`config.mk`:
```
export PLATFORM = sky130hd
export DESIGN_NAME = dac_ramp_scan_sequencer
export DESIGN_NICKNAME = d
export VERILOG_FILES = /design/src/rtl/drss_pkg.sv /design/src/rtl/dac_ramp_scan_sequencer.sv /design/src/rtl/drss_front.sv /design/src/rtl/drss_queue.sv /design/src/rtl/drss_back.sv
export SDC_FILE = /design/constraint.sdc
export NUM_CORES = 1
export LEC_CHECK = 0
export BUFFER_PORTS_ARGS = -buffer_cell sky130_fd_sc_hd__buf_4
export CORE_UTILIZATION = 30
export CTS_BUF_LIST = sky130_fd_sc_hd__clkbuf_4 sky130_fd_sc_hd__clkbuf_8
export DETAILED_ROUTE_END_ITERATION = 10
export GPL_TIMING_DRIVEN = 0
export PLACE_DENSITY = 0.55
export RECOVER_POWER = 100
export SYNTH_ARGS = -nofsm -noshare
export SYNTH_HDL_FRONTEND = slang
export SYNTH_SLANG_ARGS = --single-unit
```
`constraint.sdc`:
```
create_clock -name i_clk -period 3.9 [get_ports i_clk]
set_input_delay 0.78 -clock i_clk [delete_from_list [all_inputs] [get_ports i_clk]]
set_output_delay 0.78 -clock i_clk [all_outputs]
set_load 0.1 [all_outputs]
```
`src/rtl/drss_pkg.sv`:
```
`timescale 1ns / 1ps
package drss_pkg;

    localparam int COUNTER_BITS = 12;
    localparam int CFG_ADDR_W   = 5;
    localparam int CFG_DATA_W   = 32;
    localparam int QUEUE_DEPTH  = 4;
    localparam int QPTR_W       = 2;
    localparam int QCNT_W       = 3;

    // register indexes
    localparam logic [2:0] REG_HOLD_TICKS = 3'd0;
    localparam logic [2:0] REG_RAMP_TICKS = 3'd1;
    localparam logic [2:0] REG_HOLD_LEVEL = 3'd2;
    localparam logic [2:0] REG_UP_STEP    = 3'd3;
    localparam logic [2:0] REG_DOWN_STEP  = 3'd4;

    localparam logic [11:0] HOLD_TICKS_RST = 12'd1000;
    localparam logic [11:0] RAMP_TICKS_RST = 12'd1000;
    localparam logic [15:0] HOLD_LEVEL_RST = 16'd286;
    localparam logic [7:0]  UP_STEP_RST    = 8'd2;
    localparam logic [7:0]  DOWN_STEP_RST  = 8'd20;

    // request operations
    localparam logic OP_TICK    = 1'b0;
    localparam logic OP_COMMAND = 1'b1;

    // result kinds
    localparam logic [1:0] KIND_DAC_A  = 2'd0;
    localparam logic [1:0] KIND_DAC_B  = 2'd1;
    localparam logic [1:0] KIND_SERIAL = 2'd2;
    localparam logic [1:0] KIND_RELAY  = 2'd3;

    // work handed from front to back
    localparam logic [2:0] JOB_OFF      = 3'd0;
    localparam logic [2:0] JOB_DAC      = 3'd1;
    localparam logic [2:0] JOB_RAMP     = 3'd2;
    localparam logic [2:0] JOB_RAMP_END = 3'd3;
    localparam logic [2:0] JOB_PACKAGE  = 3'd4;
    localparam logic [2:0] JOB_RELAY    = 3'd5;

    localparam logic [15:0] PARK_CODE  = 16'h07f0;
    localparam logic [15:0] RELAY_IDLE = 16'hffff;

    typedef logic [11:0] t_sample;

    typedef struct packed {
        logic [11:0] hold_ticks;
        logic [11:0] ramp_ticks;
        logic [15:0] hold_level;
        logic [7:0]  up_step;
        logic [7:0]  down_step;
    } t_cfg;

    typedef struct packed {
        logic [2:0]        job;
        logic              extra;
        logic [15:0]       value;
        t_sample [3:0]     sample;
    } t_job;

    typedef struct packed {
        logic [1:0]  kind;
        logic [15:0] dac_code;
        logic [7:0]  serial_byte;
        logic [15:0] relay_pattern;
        logic        last;
    } t_result;

endpackage

```
`src/rtl/dac_ramp_scan_sequencer.sv`:
```
`timescale 1ns / 1ps
// DAC ramp scan sequencer. A request (timer tick or serial command byte) is
// accepted in any cycle in which full is low: the front decodes it against the
// scan state in that same cycle and drops a compact job into a four-entry queue.
// The back expands each job into its results at one result per clock unless
// the result port stalls; most requests give one or two results, a ramp tick
// that samples channels 3 and 4 gives five, and the end of the ramp gives nine.
// That expansion is what sets the sustained rate; full rises once four jobs
// wait, whether behind a stalled result port or behind jobs with several
// results. A phase-zero tick that ends the hold gives no result at all.
// Configuration registers sit at byte addresses 4*i and may only be written
// while no request is in flight.
module dac_ramp_scan_sequencer (
    input  logic                            i_clk,
    input  logic                            i_rst_n,
    input  logic                            push,
    output logic                            full,
    input  logic                            i_operation,
    input  logic [7:0]                      i_command_byte,
    input  logic [11:0]                     i_sample_ch1,
    input  logic [11:0]                     i_sample_ch2,
    input  logic [11:0]                     i_sample_ch3,
    input  logic [11:0]                     i_sample_ch4,
    input  logic [11:0]                     i_sample_ch5,
    input  logic [11:0]                     i_sample_ch6,
    output logic                            empty,
    input  logic                            pop,
    output logic [1:0]                      o_kind,
    output logic [15:0]                     o_dac_code,
    output logic [7:0]                      o_serial_byte,
    output logic [15:0]                     o_relay_pattern,
    output logic                            o_last,
    input  logic                            psel,
    input  logic                            penable,
    input  logic                            pwrite,
    input  logic [drss_pkg::CFG_ADDR_W-1:0] paddr,
    input  logic [drss_pkg::CFG_DATA_W-1:0] pwdata,
    output logic [drss_pkg::CFG_DATA_W-1:0] prdata,
    output logic                            pready
);
    import drss_pkg::*;

    t_cfg            r_cfg;
    logic            cfg_write;
    logic [2:0]      reg_index;
    logic            accept;
    logic            q_full;
    logic            q_push;
    logic            f_job_valid;
    t_job            f_job;
    logic            q_valid;
    t_job            q_job;
    logic            q_pop;
    logic            res_valid;
    t_result         res;
    t_sample [5:0]   samples;

    assign pready    = 1'b1;
    assign reg_index = paddr[4:2];
    assign cfg_write = psel && penable && pwrite && pready;

    always_ff @(posedge i_clk) begin
        if (!i_rst_n) begin
            r_cfg.hold_ticks <= HOLD_TICKS_RST;
            r_cfg.ramp_ticks <= RAMP_TICKS_RST;
            r_cfg.hold_level <= HOLD_LEVEL_RST;
            r_cfg.up_step    <= UP_STEP_RST;
            r_cfg.down_step  <= DOWN_STEP_RST;
        end else if (cfg_write) begin
            case (reg_index)
                REG_HOLD_TICKS: r_cfg.hold_ticks <= pwdata[11:0];
                REG_RAMP_TICKS: r_cfg.ramp_ticks <= pwdata[11:0];
                REG_HOLD_LEVEL: r_cfg.hold_level <= pwdata[15:0];
                REG_UP_STEP:    r_cfg.up_step    <= pwdata[7:0];
                REG_DOWN_STEP:  r_cfg.down_step  <= pwdata[7:0];
                default: ;
            endcase
        end
    end

    always_comb begin
        case (reg_index)
            REG_HOLD_TICKS: prdata = CFG_DATA_W'(r_cfg.hold_ticks);
            REG_RAMP_TICKS: prdata = CFG_DATA_W'(r_cfg.ramp_ticks);
            REG_HOLD_LEVEL: prdata = CFG_DATA_W'(r_cfg.hold_level);
            REG_UP_STEP:    prdata = CFG_DATA_W'(r_cfg.up_step);
            REG_DOWN_STEP:  prdata = CFG_DATA_W'(r_cfg.down_step);
            default:        prdata = '0;
        endcase
    end

    assign full   = q_full;
    assign accept = push && !q_full;

    assign samples[0] = i_sample_ch1;
    assign samples[1] = i_sample_ch2;
    assign samples[2] = i_sample_ch3;
    assign samples[3] = i_sample_ch4;
    assign samples[4] = i_sample_ch5;
    assign samples[5] = i_sample_ch6;

    drss_front u_front (
        .i_clk          (i_clk),
        .i_rst_n        (i_rst_n),
        .i_cfg          (r_cfg),
        .i_accept       (accept),
        .i_operation    (i_operation),
        .i_command_byte (i_command_byte),
        .i_samples      (samples),
        .o_job_valid    (f_job_valid),
        .o_job          (f_job)
    );

    assign q_push = accept && f_job_valid;

    drss_queue u_queue (
        .i_clk   (i_clk),
        .i_rst_n (i_rst_n),
        .i_push  (q_push),
        .i_job   (f_job),
        .o_full  (q_full),
        .o_valid (q_valid),
        .o_job   (q_job),
        .i_pop   (q_pop)
    );

    drss_back u_back (
        .i_clk       (i_clk),
        .i_rst_n     (i_rst_n),
        .i_job_valid (q_valid),
        .i_job       (q_job),
        .o_job_pop   (q_pop),
        .o_res_valid (res_valid),
        .o_res       (res),
        .i_res_pop   (pop)
    );

    assign empty           = !res_valid;
    assign o_kind          = res.kind;
    assign o_dac_code      = res.dac_code;
    assign o_serial_byte   = res.serial_byte;
    assign o_relay_pattern = res.relay_pattern;
    assign o_last          = res.last;

`ifndef ASSERT_OFF
    a_reset_clears: assert property (@(posedge i_clk) !i_rst_n |=> empty && !full)
        else $error("queues not empty after reset");
    a_no_push_full: assert property (@(posedge i_clk) disable iff (!i_rst_n)
        q_push |-> !q_full)
        else $error("job pushed into full queue");
    a_pop_has_job: assert property (@(posedge i_clk) disable iff (!i_rst_n)
        q_pop |-> q_valid)
        else $error("job retired from empty queue");
    a_serial_clean: assert property (@(posedge i_clk) disable iff (!i_rst_n)
        (!empty && o_kind != KIND_SERIAL) |-> o_serial_byte == 8'd0)
        else $error("serial byte set on non-serial result");
`endif

endmodule

```
`src/rtl/drss_front.sv`:
```
`timescale 1ns / 1ps
module drss_front (
    input  logic                    i_clk,
    input  logic                    i_rst_n,
    input  drss_pkg::t_cfg          i_cfg,
    input  logic                    i_accept,
    input  logic                    i_operation,
    input  logic [7:0]              i_command_byte,
    input  drss_pkg::t_sample [5:0] i_samples,
    output logic                    o_job_valid,
    output drss_pkg::t_job          o_job
);
    import drss_pkg::*;

    localparam int CMP_W = 16;
    localparam logic [1:0] PH_HOLD      = 2'd0;
    localparam logic [1:0] PH_RAMP_UP   = 2'd1;
    localparam logic [1:0] PH_RAMP_DOWN = 2'd2;
    localparam logic [1:0] PH_REPORT    = 2'd3;

    localparam logic [7:0] CMD_SCAN_OFF = 8'h00;
    localparam logic [7:0] CMD_SCAN_ON  = 8'h01;
    localparam logic [7:0] CMD_GRP1_LO  = 8'h10;
    localparam logic [7:0] CMD_GRP1_HI  = 8'h17;
    localparam logic [7:0] CMD_GRP2_LO  = 8'h20;
    localparam logic [7:0] CMD_GRP2_HI  = 8'h25;

    localparam logic [7:0] FINE_WRAP    = 8'hfa;
    localparam logic [7:0] FINE_TOP     = 8'hf0;
    localparam logic [7:0] PARK_COARSE  = 8'h07;
    localparam logic [7:0] COARSE_LIMIT = 8'h0f;
    localparam logic [3:0] SAMPLE_SLOT  = 4'd5;
    localparam logic [3:0] MOD_LAST     = 4'd9;
    localparam int         RAMP_RESTART = 100;

    localparam logic [COUNTER_BITS-1:0] CNT_ONE  = COUNTER_BITS'(1);
    localparam logic [COUNTER_BITS-1:0] CNT_MAX  = {COUNTER_BITS{1'b1}};
    localparam logic [COUNTER_BITS-1:0] CNT_BACK = COUNTER_BITS'(RAMP_RESTART + 1);
    localparam logic [3:0]              MOD_BACK = 4'((RAMP_RESTART + 1) % 10);

    logic                    r_scan_on, n_scan_on;
    logic [1:0]              r_phase, n_phase;
    logic [COUNTER_BITS-1:0] r_hold_count, n_hold_count;
    logic [COUNTER_BITS-1:0] r_ramp_count, n_ramp_count;
    logic [3:0]              r_ramp_mod, n_ramp_mod;   // ramp_count mod 10
    logic [7:0]              r_fine, n_fine;
    logic [7:0]              r_coarse, n_coarse;
    logic [7:0]              r_package, n_package;

    logic [3:0] ramp_mod_inc;
    logic [2:0] grp1_sel;
    logic [2:0] grp2_sel;

    assign grp1_sel = i_command_byte[2:0];
    assign grp2_sel = i_command_byte[2:0];

    // ramp_count wraps at the counter width, which resets the mod tracking
    always_comb begin
        if (r_ramp_count == CNT_MAX || r_ramp_mod == MOD_LAST) begin
            ramp_mod_inc = 4'd0;
        end else begin
            ramp_mod_inc = r_ramp_mod + 4'd1;
        end
    end

    always_comb begin
        n_scan_on    = r_scan_on;
        n_phase      = r_phase;
        n_hold_count = r_hold_count;
        n_ramp_count = r_ramp_count;
        n_ramp_mod   = r_ramp_mod;
        n_fine       = r_fine;
        n_coarse     = r_coarse;
        n_package    = r_package;
        o_job_valid  = 1'b0;
        o_job        = '0;

        if (i_operation == OP_COMMAND) begin
            o_job_valid = 1'b1;
            o_job.job   = JOB_RELAY;
            if (i_command_byte == CMD_SCAN_ON) begin
                n_scan_on = 1'b1;
                n_fine    = 8'd0;
                n_coarse  = 8'd0;
            end else if (i_command_byte == CMD_SCAN_OFF) begin
                n_scan_on = 1'b0;
                n_package = 8'd0;
                n_fine    = 8'd0;
                n_coarse  = 8'd0;
            end else if (i_command_byte inside {[CMD_GRP1_LO:CMD_GRP1_HI]}) begin
                o_job.extra = 1'b1;
                o_job.value = ~(16'h8000 >> grp1_sel);
            end else if (i_command_byte inside {[CMD_GRP2_LO:CMD_GRP2_HI]}) begin
                o_job.extra = 1'b1;
                o_job.value = ~(16'h0020 >> grp2_sel);
            end
        end else if (!r_scan_on) begin
            n_fine       = 8'd0;
            n_coarse     = 8'd0;
            n_ramp_count = '0;
            n_ramp_mod   = 4'd0;
            n_phase      = PH_HOLD;
            o_job_valid  = 1'b1;
            o_job.job    = JOB_OFF;
        end else begin
            case (r_phase)
                PH_HOLD: begin
                    if (CMP_W'(r_hold_count) < CMP_W'(i_cfg.hold_ticks)) begin
                        n_hold_count = r_hold_count + CNT_ONE;
                        o_job_valid  = 1'b1;
                        o_job.job    = JOB_DAC;
                        o_job.value  = i_cfg.hold_level;
                    end else begin
                        n_hold_count = '0;
                        n_phase      = PH_RAMP_UP;
                    end
                end
                PH_RAMP_UP: begin
                    o_job_valid = 1'b1;
                    if (CMP_W'(r_ramp_count) < CMP_W'(i_cfg.ramp_ticks)) begin
                        o_job.job       = JOB_RAMP;
                        o_job.value     = {r_coarse, r_fine};
                        o_job.extra     = (r_ramp_mod == SAMPLE_SLOT);
                        o_job.sample[0] = i_samples[2];
                        o_job.sample[1] = i_samples[3];
                        if (r_fine != FINE_WRAP) begin
                            n_fine = r_fine + i_cfg.up_step;
                        end else begin
                            n_fine   = 8'd0;
                            n_coarse = r_coarse + 8'd1;
                        end
                        n_ramp_count = r_ramp_count + CNT_ONE;
                        n_ramp_mod   = ramp_mod_inc;
                    end else begin
                        o_job.job       = JOB_RAMP_END;
                        o_job.sample[0] = i_samples[0];
                        o_job.sample[1] = i_samples[1];
                        o_job.sample[2] = i_samples[4];
                        o_job.sample[3] = i_samples[5];
                        n_fine          = FINE_TOP;
                        n_coarse        = PARK_COARSE;
                        n_ramp_count    = CNT_BACK;
                        n_ramp_mod      = MOD_BACK;
                        n_phase         = PH_RAMP_DOWN;
                    end
                end
                PH_RAMP_DOWN: begin
                    o_job_valid = 1'b1;
                    o_job.job   = JOB_DAC;
                    if (r_ramp_count != '0 && r_coarse <= COARSE_LIMIT) begin
                        o_job.value = {r_coarse, r_fine};
                        if (r_fine != 8'd0) begin
                            n_fine = r_fine - i_cfg.down_step;
                        end else begin
                            n_fine   = FINE_TOP;
                            n_coarse = r_coarse - 8'd1;
                        end
                    end else begin
                        n_ramp_count = '0;
                        n_ramp_mod   = 4'd0;
                        n_fine       = 8'd0;
                        n_coarse     = 8'd0;
                        n_phase      = PH_REPORT;
                    end
                end
                default: begin
                    n_package    = r_package + 8'd1;
                    o_job_valid  = 1'b1;
                    o_job.job    = JOB_PACKAGE;
                    o_job.value  = {8'd0, n_package};
                    n_phase      = PH_HOLD;
                    n_ramp_count = '0;
                    n_ramp_mod   = 4'd0;
                end
            endcase
        end
    end

    always_ff @(posedge i_clk) begin
        if (!i_rst_n) begin
            r_scan_on    <= 1'b0;
            r_phase      <= PH_HOLD;
            r_hold_count <= '0;
            r_ramp_count <= '0;
            r_ramp_mod   <= 4'd0;
            r_fine       <= 8'd0;
            r_coarse     <= 8'd0;
            r_package    <= 8'd0;
        end else if (i_accept) begin
            r_scan_on    <= n_scan_on;
            r_phase      <= n_phase;
            r_hold_count <= n_hold_count;
            r_ramp_count <= n_ramp_count;
            r_ramp_mod   <= n_ramp_mod;
            r_fine       <= n_fine;
            r_coarse     <= n_coarse;
            r_package    <= n_package;
        end
    end

endmodule

```
`src/rtl/drss_queue.sv`:
```
`timescale 1ns / 1ps
module drss_queue (
    input  logic           i_clk,
    input  logic           i_rst_n,
    input  logic           i_push,
    input  drss_pkg::t_job i_job,
    output logic           o_full,
    output logic           o_valid,
    output drss_pkg::t_job o_job,
    input  logic           i_pop
);
    import drss_pkg::*;

    t_job              r_mem [QUEUE_DEPTH];
    logic [QPTR_W-1:0] r_wr_ptr;
    logic [QPTR_W-1:0] r_rd_ptr;
    logic [QCNT_W-1:0] r_count, n_count;
    logic              do_push;
    logic              do_pop;

    assign o_full  = (r_count == QCNT_W'(QUEUE_DEPTH));
    assign o_valid = (r_count != '0);
    assign o_job   = r_mem[r_rd_ptr];
    assign do_push = i_push && !o_full;
    assign do_pop  = i_pop && o_valid;

    always_comb begin
        n_count = r_count;
        if (do_push && !do_pop) begin
            n_count = r_count + QCNT_W'(1);
        end else if (do_pop && !do_push) begin
            n_count = r_count - QCNT_W'(1);
        end
    end

    always_ff @(posedge i_clk) begin
        if (!i_rst_n) begin
            r_wr_ptr <= '0;
            r_rd_ptr <= '0;
            r_count  <= '0;
        end else begin
            r_count <= n_count;
            if (do_push) begin
                r_wr_ptr <= r_wr_ptr + QPTR_W'(1);
            end
            if (do_pop) begin
                r_rd_ptr <= r_rd_ptr + QPTR_W'(1);
            end
        end
    end

    always_ff @(posedge i_clk) begin
        if (do_push) begin
            r_mem[r_wr_ptr] <= i_job;
        end
    end

endmodule

```
`src/rtl/drss_back.sv`:
```
`timescale 1ns / 1ps
module drss_back (
    input  logic              i_clk,
    input  logic              i_rst_n,
    input  logic              i_job_valid,
    input  drss_pkg::t_job    i_job,
    output logic              o_job_pop,
    output logic              o_res_valid,
    output drss_pkg::t_result o_res,
    input  logic              i_res_pop
);
    import drss_pkg::*;

    logic [3:0] r_idx;
    logic       r_valid;
    t_result    r_res;
    t_result    res;
    logic [3:0] res_count;
    logic [3:0] k;
    logic       load;

    function automatic logic [7:0] sample_byte(input t_sample s, input logic high);
        if (high) begin
            return s[11:4];
        end
        return {4'd0, s[3:0]};
    endfunction

    assign k = r_idx - 4'd1;

    always_comb begin
        case (i_job.job)
            JOB_OFF:      res_count = 4'd2;
            JOB_RAMP:     res_count = i_job.extra ? 4'd5 : 4'd1;
            JOB_RAMP_END: res_count = 4'd9;
            JOB_RELAY:    res_count = i_job.extra ? 4'd2 : 4'd1;
            default:      res_count = 4'd1;
        endcase
    end

    always_comb begin
        res      = '0;
        res.last = (r_idx == res_count - 4'd1);
        case (i_job.job)
            JOB_OFF: begin
                res.kind = (r_idx == 4'd0) ? KIND_DAC_A : KIND_DAC_B;
            end
            JOB_DAC: begin
                res.kind     = KIND_DAC_A;
                res.dac_code = i_job.value;
            end
            JOB_RAMP: begin
                if (r_idx == 4'd0) begin
                    res.kind     = KIND_DAC_A;
                    res.dac_code = i_job.value;
                end else begin
                    res.kind        = KIND_SERIAL;
                    res.serial_byte = sample_byte(i_job.sample[{1'b0, k[1]}], k[0]);
                end
            end
            JOB_RAMP_END: begin
                if (r_idx[3]) begin
                    res.kind     = KIND_DAC_A;
                    res.dac_code = PARK_CODE;
                end else begin
                    res.kind        = KIND_SERIAL;
                    res.serial_byte = sample_byte(i_job.sample[r_idx[2:1]], r_idx[0]);
                end
            end
            JOB_PACKAGE: begin
                res.kind        = KIND_SERIAL;
                res.serial_byte = i_job.value[7:0];
            end
            JOB_RELAY: begin
                res.kind = KIND_RELAY;
                res.relay_pattern = (i_job.extra && r_idx == 4'd0) ? i_job.value : RELAY_IDLE;
            end
            default: begin
                res = '0;
            end
        endcase
    end

    // output register frees up in the same cycle it is taken
    assign load        = i_job_valid && (!r_valid || i_res_pop);
    assign o_job_pop   = load && res.last;
    assign o_res_valid = r_valid;
    assign o_res       = r_res;

    always_ff @(posedge i_clk) begin
        if (!i_rst_n) begin
            r_idx   <= 4'd0;
            r_valid <= 1'b0;
        end else begin
            if (load) begin
                r_valid <= 1'b1;
                r_idx   <= res.last ? 4'd0 : r_idx + 4'd1;
            end else if (i_res_pop) begin
                r_valid <= 1'b0;
            end
        end
    end

    always_ff @(posedge i_clk) begin
        if (load) begin
            r_res <= res;
        end
    end

endmodule
```
# Word-level counts from Yosys, hierarchy flattened
# Memory sizes are Yosys's and may differ from the RTL's. A register that Yosys moved wholly into a read port is not among the register bits.
# Index checks and enable logic that the tools add are counted.
# word_totals
register_bits	166
mem_bits_rw	272
input_bits	125
output_inout_bits	78
word_cells	227
mem_count	1
# op_classes
add_sub_neg	15
order_cmp	9
eq_ne	29
shifts	2
mux	99
n_bitwise	3
n_reduce_logical	46
# memory_table
name	words	word_bits	read_ports	rd_clocked_by_memory_dff	write_ports	line	text
u_queue.r_mem	4	68	1	1	1	drss_queue.sv:14	t_job r_mem [QUEUE_DEPTH];
# ops
op	count
8-bit 2-to-1 mux	24
48-bit 2-to-1 mux	2
16-bit case mux with 3 select lines	2
17-bit 2-to-1 mux	5
12-bit 2-to-1 mux	7
16-bit case mux with 5 select lines	1
65-bit 2-to-1 mux	1
16-bit 2-to-1 mux	4
24-bit 2-to-1 mux	2
12-bit case mux with 3 select lines	1
16-bit NOT	2
8-bit case mux with 2 select lines	2
12-bit by 1-bit adder with 12-bit output, second input constant	2
12-bit binary-select mux with 2-bit select	1
12-bit < comparator	2
8-bit case mux with 3 select lines	1
1-bit 2-to-1 mux	21
20-bit 2-to-1 mux	1
4-bit 2-to-1 mux	5
2-bit 2-to-1 mux	9
8-bit by 1-bit adder with 8-bit output, second input constant	2
4-bit case mux with 4 select lines	1
16-bit by 3-bit >> shifter with 16-bit output, first input constant	1
6-bit by 3-bit >> shifter with 16-bit output, first input constant	1
other kinds (57)	103

# Logic depth before layout (Yosys ltp)
# Gate-level depths: netlist (run 1).
# logic_depth
depth_word	11
ltp_mapped	15
depth_no_buf	14

# By module
# A second synthesis (run 1) with hierarchy kept.
# hier_totals
hier_cells	1677
area_unflattened_um2	21089.0
# by_module_without_submodules
module	instances	cells_each	area_per_inst_um2	seq_area_each_um2
drss_queue	1	404	10308.6	8348.0
drss_front	1	748	5258.8	1101.1
dac_ramp_scan_sequencer	1	315	2887.8	1121.1
drss_back	1	210	2633.8	1391.3

# Worst setup path after synthesis (run 1)
# OpenSTA, ideal clock, no wires.
# synth_timing
path_type	input to output
from	in paddr[3] (netlist bit)
to	out prdata[2] (netlist bit)
arrival_time_ns	3.542
required_time_ns	3.120
slack_ns	-0.422
path_stages	5
path_buffers	3
path_cell_list	clkbuf_1 buf_1 clkbuf_1 mux2i_1 o22ai_1
# synth_via
elab_chain_cells	2
word_cells_on_any_way	6
cone_classes	4 x eq/ne; 1 x mux; 1 x reduce/logical
# synth_lines
element	line	text
start: declaration	dac_ramp_scan_sequencer.sv:36	input logic [drss_pkg::CFG_ADDR_W-1:0] paddr,
3-bit == test (tied with other cells)	dac_ramp_scan_sequencer.sv:82	case (reg_index)
16-bit case mux with 5 select lines (*)	dac_ramp_scan_sequencer.sv:82	
end: declaration	dac_ramp_scan_sequencer.sv:38	output logic [drss_pkg::CFG_DATA_W-1:0] prdata,
# Mark *: on every way between the ends. The rest lies on a longest branch, timed or not.

==> results by group, run 1 <==
Outcome
  • Status: finished, violations left
  • Violated checks: capacitance limit, slew limit

Placed design
  • Final Wtd Congestion: around 0.9
  • Placed insts: about 2800
  • PortBufs: between 150 and 200
  • DP Wirelength: roughly 42 mm

Setup path
  • Cell mode on critical path: clkbuf_1
  • CP Class: primary input to flop
  • Max incr delay on CP: roughly 740 ps
  • Worst Path Required: 4370 ps
  • Worst setup EP type: flop
  • Startpoint Class: primary input
  • CP arrival: 4180 ps
  • Slowest cell on the critical path: nor2_1
  • Worst-path maximum fanout: 10
  • CP Buf/Inv Count: 4
  • Crit path cell chain: clkbuf_1 > clkbuf_1 > nor2b_1 > clkbuf_1 > nand2_1 > nor2_1 > clkbuf_1 > and2_0
  • Top delay family on crit path: simple AND/OR/NAND/NOR gates

Floorplanning
  • Ports: 203
  • # rows: between 90 and 100
  • Die span in x: roughly 270 um
  • Die Area: around 70000 um^2
  • Die height: around 270 um
  • Core footprint: 68600 um^2
  • Initial core utilization: 0.303

Timing
  • Slew Limit Fails: 50
  • Period utilization: 0.952
  • Setup violations, final: 0
  • Max Fclk: approximately 0.27 GHz
  • Hold Fails Final Rpt: 0
  • RSZ-0062 raised after global routing: no
  • Worst-margin pin slew: a little under 2000 ps
  • Slew HR: -0.323
  • Min Tclk post-route: roughly 3700 ps
  • Clock Skews: ~36 ps

Layout
  • Fin cells: about 2900
  • Final net count: 2117
  • Share of layout cells above drive strength 1: 0.198
  • Synthesis-to-finish area growth: 18.9%

Pwr
  • Flop pwr share: 0.390
  • Sw Share: 0.378
  • Internal power: about 0.0094 W
  • Final Total Pwr: 0.0152 W
  • P_leak: 8.78 nW
  • Power share of the combinational group: 0.326
  • Power Density: 614 nW/um^2
  • Sw Pwr: 0.00573 W
  • Clock power frac: 0.284
  • Worst VDD drop: 503 uV

Routing
  • Routed length per instance: ~20 um
  • Via Count: 14506
  • WL final: about 58 mm
  • DR DRC count: 0
  • Number of DRC markers in iteration 0: just over 1000
  • DRT Pass-1 Iters: 9
  • ANT nets after route: 0
  • Vias/cell: about 5.0

Clock network
  • CTS H-tree lvls: 3
  • # clock sinks: 440
  • Cts hold-fix bufs: 0
  • Clock Latency Late Sink: approximately 670 ps
  • Postcts setup bufs: 0
  • CTS tree: done
  • Max Buffers Root-to-Sink: 3
  • CTS clock-pin slew for the worst setup and hold paths: approximately 60 ps
  • TritonCTS Buffers: 79
  • CTS root buffer: clkbuf_8

Logic synthesis
  • Synth warn: 0
  • Post-synth ARST share: 0
  • Post-synth EDFFs: between 300 and 400
  • Sequential area share after synthesis: 0.575
  • Synth Flop Type: edfxtp_1
  • Mapped cell area: 20800 um^2
  • Syn_area_per_cell: between 10 and 15 um^2
  • Unique masters post-synth: 81
  • Top post-synthesis cells by area: edfxtp_1 46%, dfxtp_1 12%, mux4_2 9.1%
  • Yosys top cell area share: 0.455
  • FF+latch count, synth: 440
  • Mapped Cells: roughly 1700
  • Largest area contributor in the netlist: edfxtp_1

Global route
  • Vias in the first global route: 14324
  • First-pass GRT wire length: roughly 86 mm
  • Largest net degree at the start of global routing: 46
  • Initial antenna violation count: 2
  • Total track usage: 0.163
  • Gr ovfl total: 0

Flow run
  • Max Cap Viol: 2

Hold path
  • Hold Crit Class: primary input to flop
==> state kept, by name, indices dropped and copies added, names as in the netlist, named ones only <==
signal                cells
u_front.r_hold_count     12
u_front.r_ramp_mod        4
u_front.r_ramp_count     12
u_back.o_res             43
u_queue.r_mem           272
u_front.r_scan_on         1
u_front.r_coarse          8
u_queue.r_count           3
u_queue.r_rd_ptr          2
u_queue.r_wr_ptr          2
u_back.r_idx              4
u_front.r_phase           2
u_back.o_res_valid        1
u_front.r_fine            8
u_front.r_package         8
r_cfg                    56
==> final cells by class <==
type / count / area (um^2)
antenna: 1 / 2.50
buffer: 111 / 536
clock buffer: 104 / 1300
clock inverter: 35 / 272
fill: 6729 / 43900
inverter: 62 / 233
multi-input combinational: 1071 / 8130
sequential: 440 / 12000
tap: 931 / 1160
timing repair buffer: 168 / 1120
==> path summary, 6_finish.rpt <==
kind	startpoint	endpoint	slack, ps	depth (start not counted)
min	pwdata[12]	r_cfg[28]	360	3
max	i_operation	u_queue.r_mem[3][39]	190	8
min reg2reg	u_back.o_res_valid	u_back.o_res_valid	480	2
max reg2reg	flop	u_back.o_res[20]	250	7
==> power groups by stage <==
stage	sequential, W	combinational, W	clock, W
2_1_floorplan	0.00762	0.00225	0
3_3_place_gp	0.00603	0.00515	0
3_5_place_dp	0.00601	0.00526	0
4_1_cts	0.00591	0.00527	0.00441
5_1_grt	0.00597	0.00520	0.00462
6_report	0.00591	0.00495	0.00430
==> cell usage in the layout, fill, tap and decap left out, drive strengths merged, types with 15 or more instances in the layout <==
cell type  instances
o21ai             61
ha                56
a21oi            115
and3              15
a22oi             18
and2              53
a21o              16
o21a              20
edfxtp           315
nand2            183
clkinv            23
buf              147
conb              17
dfxtp            125
nor2              94
mux4              84
nand3             32
mux2i             43
clkbuf           235
inv               69
nand4             16
nor3              24
xor2              19
o22ai             22
==> layer usage <==
| layer | track usage | share of wire |
|---|---|---|
| met1 | 0.216 | 0.44 |
| met2 | 0.268 | 0.48 |
| met3 | 0.0312 | 0.056 |
| met4 | 0.0531 | 0.028 |
| met5 | 0 | 0.00021 |
==> stage by stage <==
stage | utilization | worst slack, ps | hold WS (ps) | area [um^2] | TNS [ps]
floorplan | - | 67.6 | 444 | 20900 | 0
global placement | 0.339 | -1730 | 459 | 23300 | -493490
detailed placement | 0.341 | -428 | 475 | 23400 | -30320
CTS | 0.364 | 116 | 317 | 25000 | 0
global route | 0.360 | 5.15 | 343 | 24700 | 0
finish | 0.360 | 188 | 361 | 24700 | 0
==> worst reg2reg max path, delay by kind of cell (launching register included) <==
kind	cells	cell delay (ps)
buffers and inverters	4	2090
multiplexers	1	510
flip-flops	1	460
AO/OA/AOI/OAI	2	310
==> timing repair <==
item / 4_1_cts / 5_1_grt
cloned: 0 / 0
endpoints found under the setup margin: 2 / 9
resized for setup: 2 / 3
==> cells by family after synthesis <==
logic type	count (synthesis)	synth area share
and+or+nand+nor	502	0.121
DFF	440	0.575
AOI/OAI and AO/OA	331	0.102
buffers and inverters	173	0.0376
muxes	132	0.114
adders and majority gates	59	0.0366
xor gates and xnor gates	30	0.0126
other	2	0.000361
==> Yosys cell counts (5+ instances only) <==
master and number:
a211oi_1 7, a21o_1 16, a21oi_1 114, a221o_1 11
a221oi_1 7, a22oi_1 18, a31oi_1 7, and2_1 52
and3_1 15, buf_1 11, buf_2 16, buf_4 22
clkbuf_1 58, dfxtp_1 125, edfxtp_1 315, ha_1 56
inv_1 59, mux2_2 5, mux2i_1 43, mux4_2 84
nand2_1 183, nand2b_1 9, nand3_1 32, nand3b_1 9
nand4_1 16, nor2_1 92, nor2b_1 13, nor3_1 20
nor3b_1 7, nor4_1 10, o211ai_1 14, o21a_1 20
o21ai_0 46, o21ai_1 15, o22ai_1 22, o32ai_1 5
or3_1 14, or4_1 5, xnor2_1 11, xor2_1 19
No activity file was read; power rests on OpenSTA's default activity.
==> run 2: changes to the inputs <==
--- a/config.mk
+++ b/config.mk
@@ -6,11 +6,11 @@
 export NUM_CORES = 1
 export LEC_CHECK = 0
 export BUFFER_PORTS_ARGS = -buffer_cell sky130_fd_sc_hd__buf_4
-export CORE_UTILIZATION = 30
+export CORE_UTILIZATION = 40
 export CTS_BUF_LIST = sky130_fd_sc_hd__clkbuf_4 sky130_fd_sc_hd__clkbuf_8
 export DETAILED_ROUTE_END_ITERATION = 10
 export GPL_TIMING_DRIVEN = 0
-export PLACE_DENSITY = 0.55
+export PLACE_DENSITY = 0.67
 export RECOVER_POWER = 100
 export SYNTH_ARGS = -nofsm -noshare
 export SYNTH_HDL_FRONTEND = slang
==> results by group, run 2 (synthesis results as in run 1) <==
Setup path
  • Worst-case reg-to-reg path depth: 15 (+8)
  • CP Class: primary input to output port
  • Worst Path Required: 3120 ps (-1250 ps)
  • CP arrival: 2970 ps (-1210 ps)
  • Max incr delay on CP: 570 ps (-170 ps)
  • Slowest cell on the critical path: clkbuf_1
  • Cell mode on critical path: clkbuf_1
  • Worst setup EP type: output port
  • Crit path cell chain: clkbuf_1 > clkbuf_2 > clkbuf_1 > mux2i_1 > o22ai_2 > buf_2
  • Flop-to-flop setup slack: 220 ps (-30 ps)
  • Worst-path maximum fanout: 10 (unchanged)
  • Startpoint Class: primary input
  • R2R Path End: u_queue.r_count[2]

Clock network
  • CTS H-tree lvls: 3 (unchanged)
  • Cts hold-fix bufs: 0 (unchanged)
  • CTS tree: done
  • CTS clock-pin slew for the worst setup and hold paths: 60 ps (about the same)
  • Clock Latency Late Sink: 660 ps (about the same)
  • TritonCTS Buffers: 75 (-5.1%)
  • CTS root buffer: clkbuf_8
  • Max Buffers Root-to-Sink: 3 (unchanged)
  • # clock sinks: 440 (unchanged)

Timing
  • Worst Setup Slack, final: 153 ps (-34.7 ps)
  • Slew HR: -0.349 (-0.0264)
  • Worst-margin pin slew: 2020 ps (+39.5 ps)
  • Min Tclk post-route: 3750 ps (+34.7 ps)
  • Max Fclk: 0.267 GHz (-0.93%)
  • Clock Skews: 34.9 ps (-0.770 ps)
  • Final setup TNS: 0 ps (unchanged)
  • Slew Limit Fails: 49 (-2.0%)
  • Period utilization: 0.961 (+0.00889)
  • Setup violations, final: 0 (unchanged)
  • RSZ-0062 raised after global routing: no
  • Hold Fails Final Rpt: 0 (unchanged)

Placed design
  • PortBufs: 162 (unchanged)
  • Pre-CTS setup slack: -371 ps (+56.7 ps)
  • DP Wirelength: 39.3 mm (-7.1%)
  • Final Wtd Congestion: 0.921 (+2.4%)
  • Placed insts: 2531 (-9.0%)

Outcome
  • Violated checks: capacitance limit, slew limit
  • Status: finished, violations left

Floorplanning
  • Die height: 230 um (-13%)
  • Die Area: 52900 um^2 (-25%)
  • Initial core utilization: 0.405 (+0.102)
  • # rows: 83 (-14%)
  • Ports: 203 (unchanged)
  • Die span in x: 230 um (-13%)
  • Core footprint: 51300 um^2 (-25%)

Routing
  • Vias/cell: 5.47 (+10%)
  • ANT nets after route: 0 (unchanged)
  • DR DRC count: 0 (unchanged)
  • Routed length per instance: 20.6 um (+3.5%)
  • DRT Pass-1 Iters: 5 (-4)
  • Via Count: 14609 (+0.71%)
  • WL final: 54.9 mm (-5.5%)
  • Number of DRC markers in iteration 0: 1232 (+21%)

Layout
  • Final net count: 2112 (-0.24%)
  • Most flop-heavy register: u_queue.r_mem
  • Share of layout cells above drive strength 1: 0.202 (+0.00382)
  • Max reg flops: 272 (unchanged)
  • Fin util: 0.476 (+0.115)
  • Synthesis-to-finish area growth: 17.4%
  • Fin cells: 2669 (-8.7%)
  • Commonest non-fill, non-tap cell in the layout: edfxtp_1
  • Most frequent cells in the layout: 315 x edfxtp_1, 183 x nand2_1, 125 x dfxtp_1

Flow run
  • Max Cap Viol: 2 (unchanged)

Hold path
  • Hold EP: r_cfg[30]
  • Worst Hold Launch: pwdata[14]
  • Hold Crit Class: primary input to flop
  • Hold Path Depth: 3 (unchanged)

Global route
  • Gr ovfl total: 0 (unchanged)
  • Total track usage: 0.206 (+0.0431)
  • Initial antenna violation count: 0 (-2)
  • Vias in the first global route: 14310 (-0.098%)
  • First-pass GRT wire length: 82.4 mm (-4.5%)
  • Largest net degree at the start of global routing: 45 (-2.2%)

Pwr
  • Worst VDD drop: 420 uV (-17%)
  • Power Density: 622 nW/um^2 (+1.4%)
  • P_leak: 8.83 nW (+0.52%)
run 2: cell count changes in the layout (fill, tap and decap cells not counted), moves of 2 or more:
cell | before | now
clkbuf_1 | 122 | 120
clkbuf_4 | 21 | 30
buf_2 | 17 | 15
and2_0 | 31 | 20
clkinv_1 | 16 | 8
and2_1 | 17 | 28
inv_12 | 4 | 1
run 2: area by class of cell:
cell class	instances	area (um^2)
plain buffers	111	533
clock inverters	25	225
diodes	1	2.50
repair buffers	167	1100
inverters	62	233
flip-flops and latches	440	12000
multi-input cells	1071	8120
well taps	680	851
clock buffers	112	1370
fillers	4637	26900
run 2: critical path: cells and delay by family:
kind | cells | cell delay, ps
AOI/OAI and AO/OA | 1 | 210
muxes | 1 | 220
buffers and inverters | 4 | 1750
run 2: per-layer routing:
layer,routed length [um],global-route usage,vias to the layer above,share of wire
met3,3330,0.0409,96,0.061
met1,23400,0.269,7273,0.43
met5,0,0,-,0
met4,1410,0.0716,0,0.026
li1,-,-,6784,-
met2,26700,0.341,456,0.49
run 2: worst max-delay path by stage:
| stage | endpoint | cells after the start | slack, ps | from |
|---|---|---|---|---|
| final | prdata[5] | 6 | 150 | paddr[3] |
| after global routing | u_queue.r_mem[0][31] | 8 | 10 | i_operation |
| after CTS | prdata[6] | 6 | 50 | paddr[3] |
| after detailed placement | u_queue.r_mem[2][34] | 8 | -370 | i_operation |
| after global placement | u_queue.r_mem[0][21] | 7 | -1620 | i_operation |
| after floorplan | u_queue.r_count[2] | 11 | 70 | pop |
run 2: power by group:
part           switching (W)  total, W  leakage [nW]  internal [W]
sequential          0.000184   0.00591          4.01       0.00573
combinational        0.00354   0.00490          3.98       0.00137
clock                0.00189   0.00435         0.839       0.00246
run 2: timing repair:
item | 4_1_cts | 5_1_grt
buffers inserted | 0 | 0
gates resized for setup | 0 | 3
endpoints found under the setup margin | 0 | 10
run 2: through the flow:
step	hold slack [ps]	area, um^2	power [W]
floorplan	444	20900	0.00987
global placement	461	23000	0.0111
detailed placement	465	23100	0.0112
CTS	322	24700	0.0155
global route	335	24400	0.0157
finish	367	24400	0.0152
